File: src/rtl/mctt_pkg.sv
`timescale 1ns / 1ps
`default_nettype none
// ============================================================================
// mctt_pkg
// Types, codes and constants shared by the tick timer bank modules.
// ============================================================================
package mctt_pkg;

  localparam int TIMERS_DEF  = 8;
  localparam int ID_EXT_W    = 7;
  localparam int MAX_REPORTS = 8;
  localparam int CNT_W       = 4;

  localparam logic [31:0] SAT_MAX = 32'h7FFF_FFFF;

  localparam logic [2:0] OP_TICK   = 3'd0;
  localparam logic [2:0] OP_START  = 3'd1;
  localparam logic [2:0] OP_ADD    = 3'd2;
  localparam logic [2:0] OP_STOP   = 3'd3;
  localparam logic [2:0] OP_STATUS = 3'd4;

  localparam logic KIND_EXPIRY = 1'b0;
  localparam logic KIND_STATUS = 1'b1;

  typedef struct packed {
    logic [2:0]  op;
    logic [2:0]  timer_id;
    logic        periodic;
    logic        notify;
    logic [30:0] period;
  } in_item_t;

  typedef struct packed {
    logic       kind;
    logic [2:0] which_timer;
    logic       running;
    logic       last;
  } out_item_t;

  // The remaining count is a two's complement value; zero or below means stopped.
  typedef struct packed {
    logic [31:0] remaining;
    logic [30:0] reload_value;
    logic        repeat_mode;
    logic        report_enable;
  } entry_t;

  typedef struct packed {
    logic [31:0] value;
    logic        le_zero;
  } alu_res_t;

endpackage
`default_nettype wire

File: src/rtl/mctt_bank.sv
`timescale 1ns / 1ps
`default_nettype none
// ============================================================================
// mctt_bank
// Timer entry storage with one write port, one registered read port and a
// valid bit per entry so that unwritten entries read as all zero.
// ============================================================================
module mctt_bank #(
  parameter int TIMERS = mctt_pkg::TIMERS_DEF,
  parameter int AW     = (TIMERS > 1) ? $clog2(TIMERS) : 1
) (
  input  wire logic            clk,
  input  wire logic            rst_n,
  input  wire logic            wr_en,
  input  wire logic [AW-1:0]   wr_addr,
  input  wire mctt_pkg::entry_t wr_data,
  input  wire logic            rd_en,
  input  wire logic [AW-1:0]   rd_addr,
  output mctt_pkg::entry_t     rd_data
);
  import mctt_pkg::*;

  entry_t            mem [TIMERS];
  entry_t            rd_data_r;
  logic [TIMERS-1:0] vld_r;
  logic              rd_vld_r;

  always_ff @(posedge clk) begin
    if (wr_en) begin
      mem[wr_addr] <= wr_data;
    end
  end

  always_ff @(posedge clk) begin
    if (rd_en) begin
      rd_data_r <= mem[rd_addr];
    end
  end

  always_ff @(posedge clk) begin
    if (!rst_n) begin
      vld_r    <= '0;
      rd_vld_r <= 1'b0;
    end else begin
      if (wr_en) begin
        vld_r[wr_addr] <= 1'b1;
      end
      if (rd_en) begin
        rd_vld_r <= vld_r[rd_addr];
      end
    end
  end

  assign rd_data = rd_vld_r ? rd_data_r : '0;

endmodule
`default_nettype wire

File: src/rtl/mctt_alu.sv
`timescale 1ns / 1ps
`default_nettype none
// ============================================================================
// mctt_alu
// Shared add/subtract unit with saturation at the largest positive count and
// a flag for results of zero or below.
// ============================================================================
module mctt_alu (
  input  wire logic        sub,
  input  wire logic [31:0] a,
  input  wire logic [32:0] b,
  output mctt_pkg::alu_res_t res
);
  import mctt_pkg::*;

  logic [32:0] a_ext;
  logic [32:0] sum;
  logic        sat;

  assign a_ext = {a[31], a};
  assign sum   = sub ? (a_ext - b) : (a_ext + b);
  assign sat   = !sum[32] && sum[31];

  assign res.value   = sat ? SAT_MAX : sum[31:0];
  assign res.le_zero = sum[32] || (sum == '0);

endmodule
`default_nettype wire

File: src/rtl/multi_channel_tick_timer.sv
`timescale 1ns / 1ps
`default_nettype none
// ============================================================================
// multi_channel_tick_timer
// Bank of countdown timers driven by tick, start, add, stop and status
// transactions, with expiry and status results.
// ============================================================================
// A tick transaction walks the timer entries through one shared adder, one
// entry per cycle except while the result channel stalls a pending result;
// add runs the count and the reload value through the same adder one after
// the other. Expiry results of a tick come out in ascending timer order, at
// most eight per tick, and the last result of a transaction carries last.
// The step register may only be written while the block is idle.
module multi_channel_tick_timer #(
  parameter int TIMERS = mctt_pkg::TIMERS_DEF
) (
  input  wire logic          clk,
  input  wire logic          rst_n,
  input  wire logic          in_valid,
  output logic               in_stall,
  input  wire mctt_pkg::in_item_t in_data,
  output logic               out_valid,
  input  wire logic          out_stall,
  output mctt_pkg::out_item_t out_data,
  input  wire logic          cfg_wr_en,
  input  wire logic [15:0]   cfg_wr_data
);
  import mctt_pkg::*;

  localparam int AW = (TIMERS > 1) ? $clog2(TIMERS) : 1;

  localparam logic [2:0] S_IDLE  = 3'd0;
  localparam logic [2:0] S_TICK  = 3'd1;
  localparam logic [2:0] S_FLUSH = 3'd2;
  localparam logic [2:0] S_START = 3'd3;
  localparam logic [2:0] S_STOP  = 3'd4;
  localparam logic [2:0] S_ADD_C = 3'd5;
  localparam logic [2:0] S_ADD_R = 3'd6;
  localparam logic [2:0] S_STAT  = 3'd7;

  logic [2:0]       state_r, state_nxt;
  logic [AW-1:0]    idx_r, idx_nxt;
  logic [CNT_W-1:0] n_r, n_nxt;
  logic             pend_vld_r, pend_vld_nxt;
  out_item_t        pend_r, pend_nxt;
  logic             out_valid_r, out_valid_nxt;
  out_item_t        out_data_r, out_data_nxt;
  in_item_t         item_r, item_nxt;
  logic             id_ok_r, id_ok_nxt;
  logic [31:0]      sum_r, sum_nxt;
  logic [15:0]      tick_step_r;

  logic [ID_EXT_W-1:0] in_id_ext;
  logic [ID_EXT_W-1:0] id_ext;
  logic [ID_EXT_W-1:0] idx_ext;
  logic                in_ok;
  logic [AW-1:0]       in_addr;
  logic [AW-1:0]       id_addr;

  logic          wr_en;
  logic [AW-1:0] wr_addr;
  entry_t        wr_data;
  logic          rd_en;
  logic [AW-1:0] rd_addr;
  entry_t        ent;

  logic        alu_sub;
  logic [31:0] alu_a;
  logic [32:0] alu_b;
  alu_res_t    alu_res;

  logic ent_running;
  logic expired;
  logic report;
  logic need_push;
  logic out_free;
  logic idx_last;

  assign in_id_ext = ID_EXT_W'(in_data.timer_id);
  assign in_ok     = in_id_ext < ID_EXT_W'(TIMERS);
  assign in_addr   = in_id_ext[AW-1:0];
  assign id_ext    = ID_EXT_W'(item_r.timer_id);
  assign id_addr   = id_ext[AW-1:0];
  assign idx_ext   = ID_EXT_W'(idx_r);
  assign idx_last  = idx_r == AW'(TIMERS - 1);

  assign ent_running = !ent.remaining[31] && (ent.remaining != '0);
  assign expired     = ent_running && alu_res.le_zero;
  assign report      = expired && ent.report_enable && (n_r < CNT_W'(MAX_REPORTS));
  assign need_push   = report && pend_vld_r;
  assign out_free    = !out_valid_r || !out_stall;

  assign in_stall  = state_r != S_IDLE;
  assign out_valid = out_valid_r;
  assign out_data  = out_data_r;

  mctt_bank #(
    .TIMERS (TIMERS),
    .AW     (AW)
  ) u_bank (
    .clk     (clk),
    .rst_n   (rst_n),
    .wr_en   (wr_en),
    .wr_addr (wr_addr),
    .wr_data (wr_data),
    .rd_en   (rd_en),
    .rd_addr (rd_addr),
    .rd_data (ent)
  );

  mctt_alu u_alu (
    .sub (alu_sub),
    .a   (alu_a),
    .b   (alu_b),
    .res (alu_res)
  );

  always_comb begin
    state_nxt     = state_r;
    idx_nxt       = idx_r;
    n_nxt         = n_r;
    pend_vld_nxt  = pend_vld_r;
    pend_nxt      = pend_r;
    out_valid_nxt = out_valid_r;
    out_data_nxt  = out_data_r;
    item_nxt      = item_r;
    id_ok_nxt     = id_ok_r;
    sum_nxt       = sum_r;
    wr_en         = 1'b0;
    wr_addr       = id_addr;
    wr_data       = ent;
    rd_en         = 1'b0;
    rd_addr       = in_addr;
    alu_sub       = 1'b0;
    alu_a         = ent.remaining;
    alu_b         = {2'b00, item_r.period};

    if (out_valid_r && !out_stall) begin
      out_valid_nxt = 1'b0;
    end

    unique case (state_r)
      S_IDLE: begin
        if (in_valid) begin
          item_nxt     = in_data;
          id_ok_nxt    = in_ok;
          n_nxt        = '0;
          pend_vld_nxt = 1'b0;
          idx_nxt      = '0;
          unique case (in_data.op)
            OP_TICK: begin
              rd_en     = 1'b1;
              rd_addr   = '0;
              state_nxt = S_TICK;
            end
            OP_START: begin
              if (in_ok) begin
                state_nxt = S_START;
              end
            end
            OP_ADD: begin
              if (in_ok) begin
                rd_en     = 1'b1;
                state_nxt = S_ADD_C;
              end
            end
            OP_STOP: begin
              if (in_ok) begin
                rd_en     = 1'b1;
                state_nxt = S_STOP;
              end
            end
            OP_STATUS: begin
              rd_en     = in_ok;
              state_nxt = S_STAT;
            end
            default: begin
              state_nxt = S_IDLE;
            end
          endcase
        end
      end
      S_TICK: begin
        alu_sub = 1'b1;
        alu_b   = {17'd0, tick_step_r};
        if (!need_push || out_free) begin
          if (ent_running) begin
            wr_en   = 1'b1;
            wr_addr = idx_r;
            wr_data = ent;
            if (expired && ent.repeat_mode) begin
              wr_data.remaining = {1'b0, ent.reload_value};
            end else begin
              wr_data.remaining = alu_res.value;
            end
          end
          if (need_push) begin
            out_valid_nxt = 1'b1;
            out_data_nxt  = pend_r;
          end
          if (report) begin
            pend_vld_nxt         = 1'b1;
            pend_nxt.kind        = KIND_EXPIRY;
            pend_nxt.which_timer = idx_ext[2:0];
            pend_nxt.running     = 1'b0;
            pend_nxt.last        = 1'b0;
            n_nxt                = n_r + 1'b1;
          end
          if (idx_last) begin
            state_nxt = S_FLUSH;
          end else begin
            idx_nxt = idx_r + 1'b1;
            rd_en   = 1'b1;
            rd_addr = idx_r + 1'b1;
          end
        end
      end
      S_FLUSH: begin
        if (!pend_vld_r) begin
          state_nxt = S_IDLE;
        end else if (out_free) begin
          out_valid_nxt     = 1'b1;
          out_data_nxt      = pend_r;
          out_data_nxt.last = 1'b1;
          pend_vld_nxt      = 1'b0;
          state_nxt         = S_IDLE;
        end
      end
      S_START: begin
        wr_en = 1'b1;
        if (item_r.period == '0) begin
          wr_data = '0;
        end else begin
          wr_data.remaining     = {1'b0, item_r.period};
          wr_data.reload_value  = item_r.period;
          wr_data.repeat_mode   = item_r.periodic;
          wr_data.report_enable = item_r.notify;
        end
        state_nxt = S_IDLE;
      end
      S_STOP: begin
        wr_en                 = 1'b1;
        wr_data               = ent;
        wr_data.remaining     = '0;
        wr_data.repeat_mode   = 1'b0;
        wr_data.report_enable = 1'b0;
        state_nxt             = S_IDLE;
      end
      S_ADD_C: begin
        sum_nxt   = alu_res.value;
        state_nxt = S_ADD_R;
      end
      S_ADD_R: begin
        alu_a                = {1'b0, ent.reload_value};
        wr_en                = 1'b1;
        wr_data              = ent;
        wr_data.remaining    = sum_r;
        wr_data.reload_value = alu_res.value[30:0];
        state_nxt            = S_IDLE;
      end
      S_STAT: begin
        if (out_free) begin
          out_valid_nxt            = 1'b1;
          out_data_nxt.kind        = KIND_STATUS;
          out_data_nxt.which_timer = item_r.timer_id;
          out_data_nxt.running     = id_ok_r && ent_running;
          out_data_nxt.last        = 1'b1;
          state_nxt                = S_IDLE;
        end
      end
      default: begin
        state_nxt = S_IDLE;
      end
    endcase
  end

  always_ff @(posedge clk) begin
    if (!rst_n) begin
      state_r     <= S_IDLE;
      idx_r       <= '0;
      n_r         <= '0;
      pend_vld_r  <= 1'b0;
      out_valid_r <= 1'b0;
      tick_step_r <= 16'd1;
    end else begin
      state_r     <= state_nxt;
      idx_r       <= idx_nxt;
      n_r         <= n_nxt;
      pend_vld_r  <= pend_vld_nxt;
      out_valid_r <= out_valid_nxt;
      if (cfg_wr_en) begin
        tick_step_r <= cfg_wr_data;
      end
    end
  end

  always_ff @(posedge clk) begin
    pend_r     <= pend_nxt;
    out_data_r <= out_data_nxt;
    item_r     <= item_nxt;
    id_ok_r    <= id_ok_nxt;
    sum_r      <= sum_nxt;
  end

  a_status_is_last: assert property (@(posedge clk) disable iff (!rst_n)
    (out_valid_r && out_data_r.kind == KIND_STATUS) |-> out_data_r.last)
    else $error("status result without last");

  a_report_cap: assert property (@(posedge clk) disable iff (!rst_n)
    n_r <= CNT_W'(MAX_REPORTS))
    else $error("expiry report count above limit");

  a_pend_in_tick: assert property (@(posedge clk) disable iff (!rst_n)
    pend_vld_r |-> (state_r == S_TICK || state_r == S_FLUSH))
    else $error("pending expiry outside a tick walk");

  a_no_write_idle: assert property (@(posedge clk) disable iff (!rst_n)
    wr_en |-> state_r != S_IDLE)
    else $error("entry write while idle");

  a_push_frees_pend: assert property (@(posedge clk) disable iff (!rst_n)
    (state_r == S_FLUSH && pend_vld_r && out_free) |=> (out_valid_r && out_data_r.last))
    else $error("final tick result not delivered with last");

endmodule
`default_nettype wire

File: config.mk
export PLATFORM = sky130hd
export DESIGN_NAME = multi_channel_tick_timer
export DESIGN_NICKNAME = d
export VERILOG_FILES = /design/src/rtl/mctt_pkg.sv /design/src/rtl/mctt_bank.sv /design/src/rtl/mctt_alu.sv /design/src/rtl/multi_channel_tick_timer.sv
export SDC_FILE = /design/constraint.sdc
export NUM_CORES = 1
export LEC_CHECK = 0
export BUFFER_PORTS_ARGS = -buffer_cell sky130_fd_sc_hd__buf_2
export CAP_MARGIN = 0
export CORE_AREA = 3 3 366 187
export DETAILED_ROUTE_END_ITERATION = 7
export DIE_AREA = 0 0 369 190
export PLACE_DENSITY = 0.66
export SLEW_MARGIN = 15
export SYNTH_ARGS = -nofsm -noshare
export SYNTH_HDL_FRONTEND = slang
export SYNTH_SLANG_ARGS = --single-unit
File: constraint.sdc
create_clock -name clk -period 13.1 [get_ports clk]
set_clock_uncertainty 0.1 [all_clocks]
set_input_delay 2.62 -clock clk [delete_from_list [all_inputs] [get_ports clk]]
set_output_delay 2.62 -clock clk [all_outputs]
set_load 0.02 [all_outputs]
# Yosys cells after proc, flatten, opt, wreduce, memory -nomap -nowiden
# Memories as Yosys holds them, arrays and structs flattened. A register that Yosys moved wholly into a read port is not among the register bits.
# Cells that the tools add are included.
dict set report word_totals {
  mem_bits_rw 520
  out_inout_bits 8
  in_bits 60
  n_memories 1
  ff_bits 115
  elab_cells 160
}
# name depth width read_ports rd_ports_with_merged_regs wr line
set memory_table {}
lappend memory_table {u_bank.mem 8 65 1 1 1 mctt_bank.sv:23} ;# entry_t mem [TIMERS];
dict set report op_classes {
  add_sub_neg 4
  reduce_logical 36
  muxes 70
  n_eq_ne 24
  n_lt_le_gt_ge 5
  bitwise_logic 1
}
# op count
set op_table {}
lappend op_table {{case mux 65 bit (4 select lines)} 1}
lappend op_table {{2-to-1 mux 65 bit} 3}
lappend op_table {{2-to-1 mux 32 bit} 3}
lappend op_table {{2-to-1 mux 64 bit} 1}
lappend op_table {{2-to-1 mux 3 bit} 18}
lappend op_table {{adder 32 x 32 -> 33 bit} 1}
lappend op_table {{zero test 33 bit} 1}
lappend op_table {{2-to-1 mux 33 bit} 1}
lappend op_table {{subtractor 32 x 32 -> 33 bit} 1}
lappend op_table {{nonzero test 32 bit} 1}
lappend op_table {{zero test 31 bit} 1}
lappend op_table {{2-to-1 mux 31 bit} 1}
lappend op_table {{2-to-1 mux 6 bit} 5}
lappend op_table {{2-to-1 mux 1 bit} 21}
lappend op_table {{equality test 3 bit (second input constant)} 6}
lappend op_table {{inequality test 2 bit (second input constant)} 9}
lappend op_table {{case mux 3 bit (6 select lines)} 1}
lappend op_table {{case mux 6 bit (3 select lines)} 1}
lappend op_table {{case mux 3 bit (5 select lines)} 1}
lappend op_table {{equality test 3 x 2 -> 1 bit (second input constant)} 4}
lappend op_table {{less-than comparator 3 x 4 -> 1 bit (second input constant)} 3}
lappend op_table {{2-to-1 mux 4 bit} 3}
lappend op_table {{case mux 3 bit (2 select lines)} 2}
lappend op_table {{AND reduction 4 bit} 3}
lappend op_table {{23 further kinds} 48}

# Logic depth before layout (Yosys ltp)
dict set report depth {
  depth_word 19
  mapped_depth 33
  depth_no_buf 28
}

# By module
# A second synthesis with hierarchy kept.
dict set report unflattened {
  cells_unflattened 2150
  hier_area_um2 32043.2
}
# mod n_inst seq_area_each_um2 cells_each area_per_inst_um2
set by_module_without_submodules {}
lappend by_module_without_submodules {mctt_bank 1 17747.0 927 22260.1}
lappend by_module_without_submodules {multi_channel_tick_timer 1 2872.8 782 6907.9}
lappend by_module_without_submodules {mctt_alu 1 0.0 441 2875.3}

# Least setup slack after synthesis
# No wires, ideal clock.
dict set report synth_path {
  path_kind {reg-to-reg}
  start {register state_r[1]}
  end {memory u_bank.mem[7][0] in the netlist's numbering (enable)}
  required_time_ps 12420
  setup_time_ps 580
  arrival_time_ps 10699
  path_stages_with_launch 29
  path_slack_ps 1721
  cell_sequence {dfxtp_1 or3b_1 buf_2 mux2i_1 nand4_1 o21bai_1 nor2_1 o21a_1 o21a_1 o21ai_0 o21bai_1 or3_1 or2_2 nor4_1 xnor2_1 nand2_1 ha_1 a21o_1 a2111oi_0 nor2_1 a41oi_1 xnor2_1 or4_1 nor3_1 o21a_2 or3_1 clkbuf_1 nand2_1 o21ai_0}
}
dict set report synth_via {
  elab_chain_len 16
  word_cells_on_any_way 25
  classes_between {2 x add/sub; 4 x eq/ne; 10 x mux; 9 x reduce/logical}
}
# element line
set synth_lines {}
lappend synth_lines {{start: declaration} multi_channel_tick_timer.sv:41} ;# logic [2:0] state_r, state_nxt;
lappend synth_lines {{start signal: assignment} multi_channel_tick_timer.sv:286} ;# state_r <= state_nxt;
lappend synth_lines {{equality test 3 bit / equality test 3 x 1 -> 1 bit (equally long branches)} multi_channel_tick_timer.sv:142} ;# unique case (state_r)
lappend synth_lines {{2-to-1 mux 32 bit / 2-to-1 mux 31 bit (equally long branches)} multi_channel_tick_timer.sv:142}
lappend synth_lines {{adder 32 x 32 -> 33 bit / subtractor 32 x 32 -> 33 bit (equally long branches)} mctt_alu.sv:21} ;# assign sum = sub ? (a_ext - b) : (a_ext + b);
lappend synth_lines {{2-to-1 mux 33 bit} mctt_alu.sv:21}
lappend synth_lines {{zero test 33 bit} mctt_alu.sv:25} ;# assign res.le_zero = sum[32] || (sum == '0);
lappend synth_lines {{logical OR 1 bit} mctt_alu.sv:25}
lappend synth_lines {{logical AND 1 bit} multi_channel_tick_timer.sv:88} ;# assign expired = ent_running && alu_res.le_zero;
lappend synth_lines {{logical AND 1 bit (2 in a row)} multi_channel_tick_timer.sv:89} ;# assign report = expired && ent.report_enable && (n_r < CNT_W'(MAX_REPORTS));
lappend synth_lines {{logical AND 1 bit} multi_channel_tick_timer.sv:90} ;# assign need_push = report && pend_vld_r;
lappend synth_lines {{zero test 1 bit} multi_channel_tick_timer.sv:186} ;# if (!need_push || out_free) begin
lappend synth_lines {{logical OR 1 bit} multi_channel_tick_timer.sv:186}
lappend synth_lines {{2-to-1 mux 1 bit} multi_channel_tick_timer.sv:186}
lappend synth_lines {{case mux 1 bit (2 select lines)} multi_channel_tick_timer.sv:142}
lappend synth_lines {{2-to-1 mux 1 bit} mctt_bank.sv:29} ;# if (wr_en) begin
lappend synth_lines {{2-to-1 mux 1 bit (not written as such)} mctt_bank.sv:30} ;# mem[wr_addr] <= wr_data;
lappend synth_lines {{end: declaration} mctt_bank.sv:23}
# Several ways; a longest one is shown, not always the timed one.

# Final worst setup path
dict set report layout_path {
  start {register state_r[0]}
  end {memory u_bank.mem[5][28] in the netlist's numbering (enable)}
}
# The elaborated chain is that of the path after synthesis.

==> impl_metrics.toml <==
[outcome]
run_status = "completed"

[floorplanning]
core-area_sq_um = 65070
fp.dieW_um = 369
fp-row-count = 66
die_h_um = 190
start_util_pct = 50.17
ios = 68
fp.dieArea_sq_um = 70110

[clock_network]
clk_latency_ps = 670
clock_tree.htree_level_count = 2
cts_buffers = 60
ctsLongestPathBuffers = 3
cts_root_buf = "clkbuf_16"
hold_buffers = 0
cts.clk_slew.worst_paths_ps = 80
post_cts_resized = 0
tritoncts = "done"
cts_sinks = 699
postCtsSetupBuffers = 0

[setup_path]
worst-r2r-setup-slack_ps = 2490
cp-startpoint = "state_r[0]$_SDFFE_PN0P_"
cp_cell_sequence = "or3b_2 > mux2i_1 > ha_1 > or4b_2 > o21a_1 > a21oi_4 > nand2b_1 > nor4_1 > xnor2_1 > nand2_1 > ha_1 > nand4_1 > or2_1 > a2bb2oi_1 > o31a_1 > o311ai_0 > nand2b_1 > or4_1 > nor3_1 > o21a_2 > or3_1 > nand2_1 > o2bb2ai_4 > buf_4"
required_ps = 13270
crit_fanout = 41
path_class = "reg -> reg"
worst_r2r_endpoint = "u_bank.mem[5][28]$_DFFE_PP_"
critical_path.top_delay_family = "simple AND/OR/NAND/NOR gates"
r2r-start = "state_r[0]$_SDFFE_PN0P_"
crit_path_top_delay_cell = "or3b_2"
cpPeakStageDelay_ps = 890
critPathCapture = "u_bank.mem[5][28]$_DFFE_PP_"
worst-path-stages = 24
critical_path_arrival_ps = 10780
path_buf_inv = 1
cp-end-kind = "register"
reg2reg_depth = 24
start_kind = "register"

[cells_and_area]
final_cell_mix = "edfxtp_1 (662), nand2_1 (595), nand3_1 (146)"
syn_to_final_growth_pct = 9.191
multi_input_area_sq_um = 11190
fill_cells = 5499
drive_gt1_share_pct = 9.826
seqCellArea_sq_um = 20620
finalNetCount = 2863
antenna_cells = 0
final_common_cell = "edfxtp_1"

[logic_synthesis]
synth_fa_ha_area_share_pct = 1.594
yosysSeqAreaShare_pct = 63.17
synth-edff-count = 662
synth_top_family_by_area = "simple AND/OR/NAND/NOR gates"
netlist_instances = 2790
synth-warning-count = 0
synth_xor_area_share_pct = 1.234
netlist_area_sq_um = 32640
ys_ff_latch = 699
yosys.area_share.simple_pct = 14.83
ys.flop_type = "edfxtp_1"
synth_nets = 2891
synth_mux_area_share_pct = 1.943
syn_avg_cell_area_sq_um = 11.70
async_reset_ff_share_pct = 0
synth_cell_types = 74
synth_compound_area_share_pct = 14.11

[timing]
period_share_pct = 80.97
hold_viol = 0
worstMarginPinSlew_ps = 1244
setup_violations = 0
tns_ps = 0
timing.final.ws_setup_ps = 2493
rsz0062_at_grt = "no"
clock.fmax_ghz = 0.09428
slew_viol_final = 0
slew-limit-headroom_pct = 17.05
layout_min_cycle_time_ps = 10610

[detailed_routing]
drt.antenna.violating_nets = 0
post_drt_wl_per_cell_um = 26.39
drt_first_pass_iters = 7
vias_per_cell = 6.434
first_iter_violations = 4097
drc = 0
wl_um = 97470
num_vias = 23760

[global_route]
grt_max_degree = 158
grt_use_total_pct = 27.28
overflow = 0
grt_pass1_vias = 21980
grt_pass1_wl_um = 143500
grt_antenna_before_repair = 1

[pwr]
ir_drop_mv = 0.1186
leakage_uw = 0.01222
cellPowerDensity_nw_per_um2 = 175.5

[placement]
place.gp.congestion = 0.9365
io_buffers = 67
place_ws_ps = 2751
dp_hpwl_um = 61490

[job]
max-cap-violations = 0

[min_path]
hold_class = "reg -> reg"
## area by class of cell
type / count / share of cell area (%)
Multi-Input combinational cell: 1846 / 31.41
Clock inverter: 41 / 0.9267
Sequential cell: 699 / 57.85
Tap cell: 884 / 3.103
Inverter: 48 / 0.5055
Timing Repair Buffer: 107 / 1.910
Clock buffer: 68 / 4.297
## state kept, by name (all words and copies together), names as in the netlist
| signal | cells |
|---|---|
| pend_vld_r | 1 |
| pend_r | 3 |
| item_r | 33 |
| state_r | 3 |
| idx_r | 3 |
| u_bank.rd_data_r | 65 |
| out_valid | 1 |
| id_addr | 3 |
| n_r | 4 |
| u_bank.mem | 520 |
| out_data | 6 |
| u_bank.vld_r | 8 |
| u_bank.rd_vld_r | 1 |
| sum_r | 32 |
| tick_step_r | 16 |
## Yosys cell counts, types with 5 or more instances
library cell  instances  area [sq um]
a211oi_1             73         548.0
a21boi_0             36         270.3
a21o_1                9         67.56
a21oi_1             117         585.6
a221oi_1             16         140.1
a222oi_1             35         350.3
a22o_1               11         96.34
a22oi_1              11         82.58
a311oi_1             66         578.1
a31o_1               40         350.3
a31o_2               25         219.0
a31oi_1              13         81.33
a32o_1                6         60.06
and2_1                9         56.30
buf_1                 5         18.77
buf_2                63         315.3
clkbuf_1            125         469.2
dfxtp_1              37         740.7
edfxtp_1            662         19880
ha_1                 40         500.5
inv_1                48         180.2
mux2_2               19         214.0
mux2i_1              42         420.4
nand2_1             595          2233
nand2b_1             15         93.84
nand3_1             146         730.7
nand4_1              20         125.1
nor2_1               81         304.0
nor2b_1              28         175.2
nor3_1               28         140.1
nor3b_1              69         518.0
nor4_1               24         150.1
o211ai_1              6         45.04
o21a_1               20         150.1
o21ai_0             101         505.5
o21bai_1              5         37.54
o311ai_0              5         43.79
o31a_1                5         43.79
or2_2                 7         43.79
or3_1                14         87.58
or4_1                 7         52.55
xnor2_1              25         219.0
xor2_1               21         183.9
## kinds of logic (layout without fill, tap and decap cells)
kind of cell | after synthesis | count (layout)
simple gates | 1059 | 1059
flops | 699 | 699
compound gates | 639 | 639
buf+inv | 245 | 264
mux | 61 | 61
xor+xnor | 46 | 46
fa+ha+maj | 41 | 41
## per-layer routing
layer | up-vias | wire length [um] | global-route usage, %
met1 | 11730 | 42750 | 43.20
li1 | 10480 | - | -
met3 | 134 | 12860 | 5.721
met2 | 1410 | 40230 | 38.32
met5 | - | 0 | 0
met4 | 0 | 1625 | 5.973
## through the flow
step | util (%) | power (uW) | hold slack [ps] | area (sq um) | cells
2_1_floorplan | - | 3891 | 334.3 | 32640 | 2790
3_3_place_gp | 51.87 | 4478 | 342.1 | 33750 | 3583
3_5_place_dp | 51.87 | 4495 | 349.7 | 33750 | 3583
4_1_cts | 54.73 | 6206 | 366.0 | 35610 | 3692
5_1_grt | 54.78 | 6489 | 378.3 | 35640 | 3693
6_report | 54.78 | 6255 | 364.9 | 35640 | 3693
## power breakdown
group | total [uW] | internal (uW) | switching, uW
clock | 1730 | 905 | 826
combinational | 1650 | 476 | 1180
sequential | 2870 | 2710 | 155
## worst min-delay path by stage
stage / start / to / slack (ps) / cells after the start
after floorplan: u_bank.vld_r[4]$_SDFFE_PN0P_ / u_bank.vld_r[4]$_SDFFE_PN0P_ / 330 / 1
after global placement: u_bank.vld_r[4]$_SDFFE_PN0P_ / u_bank.vld_r[4]$_SDFFE_PN0P_ / 340 / 1
after detailed placement: u_bank.vld_r[4]$_SDFFE_PN0P_ / u_bank.vld_r[4]$_SDFFE_PN0P_ / 350 / 1
after CTS: u_bank.vld_r[4]$_SDFFE_PN0P_ / u_bank.vld_r[4]$_SDFFE_PN0P_ / 370 / 1
after global routing: u_bank.vld_r[2]$_SDFFE_PN0P_ / u_bank.vld_r[2]$_SDFFE_PN0P_ / 380 / 1
final: u_bank.vld_r[4]$_SDFFE_PN0P_ / u_bank.vld_r[4]$_SDFFE_PN0P_ / 360 / 1
Note: power is estimated with default switching activity, not from simulation.
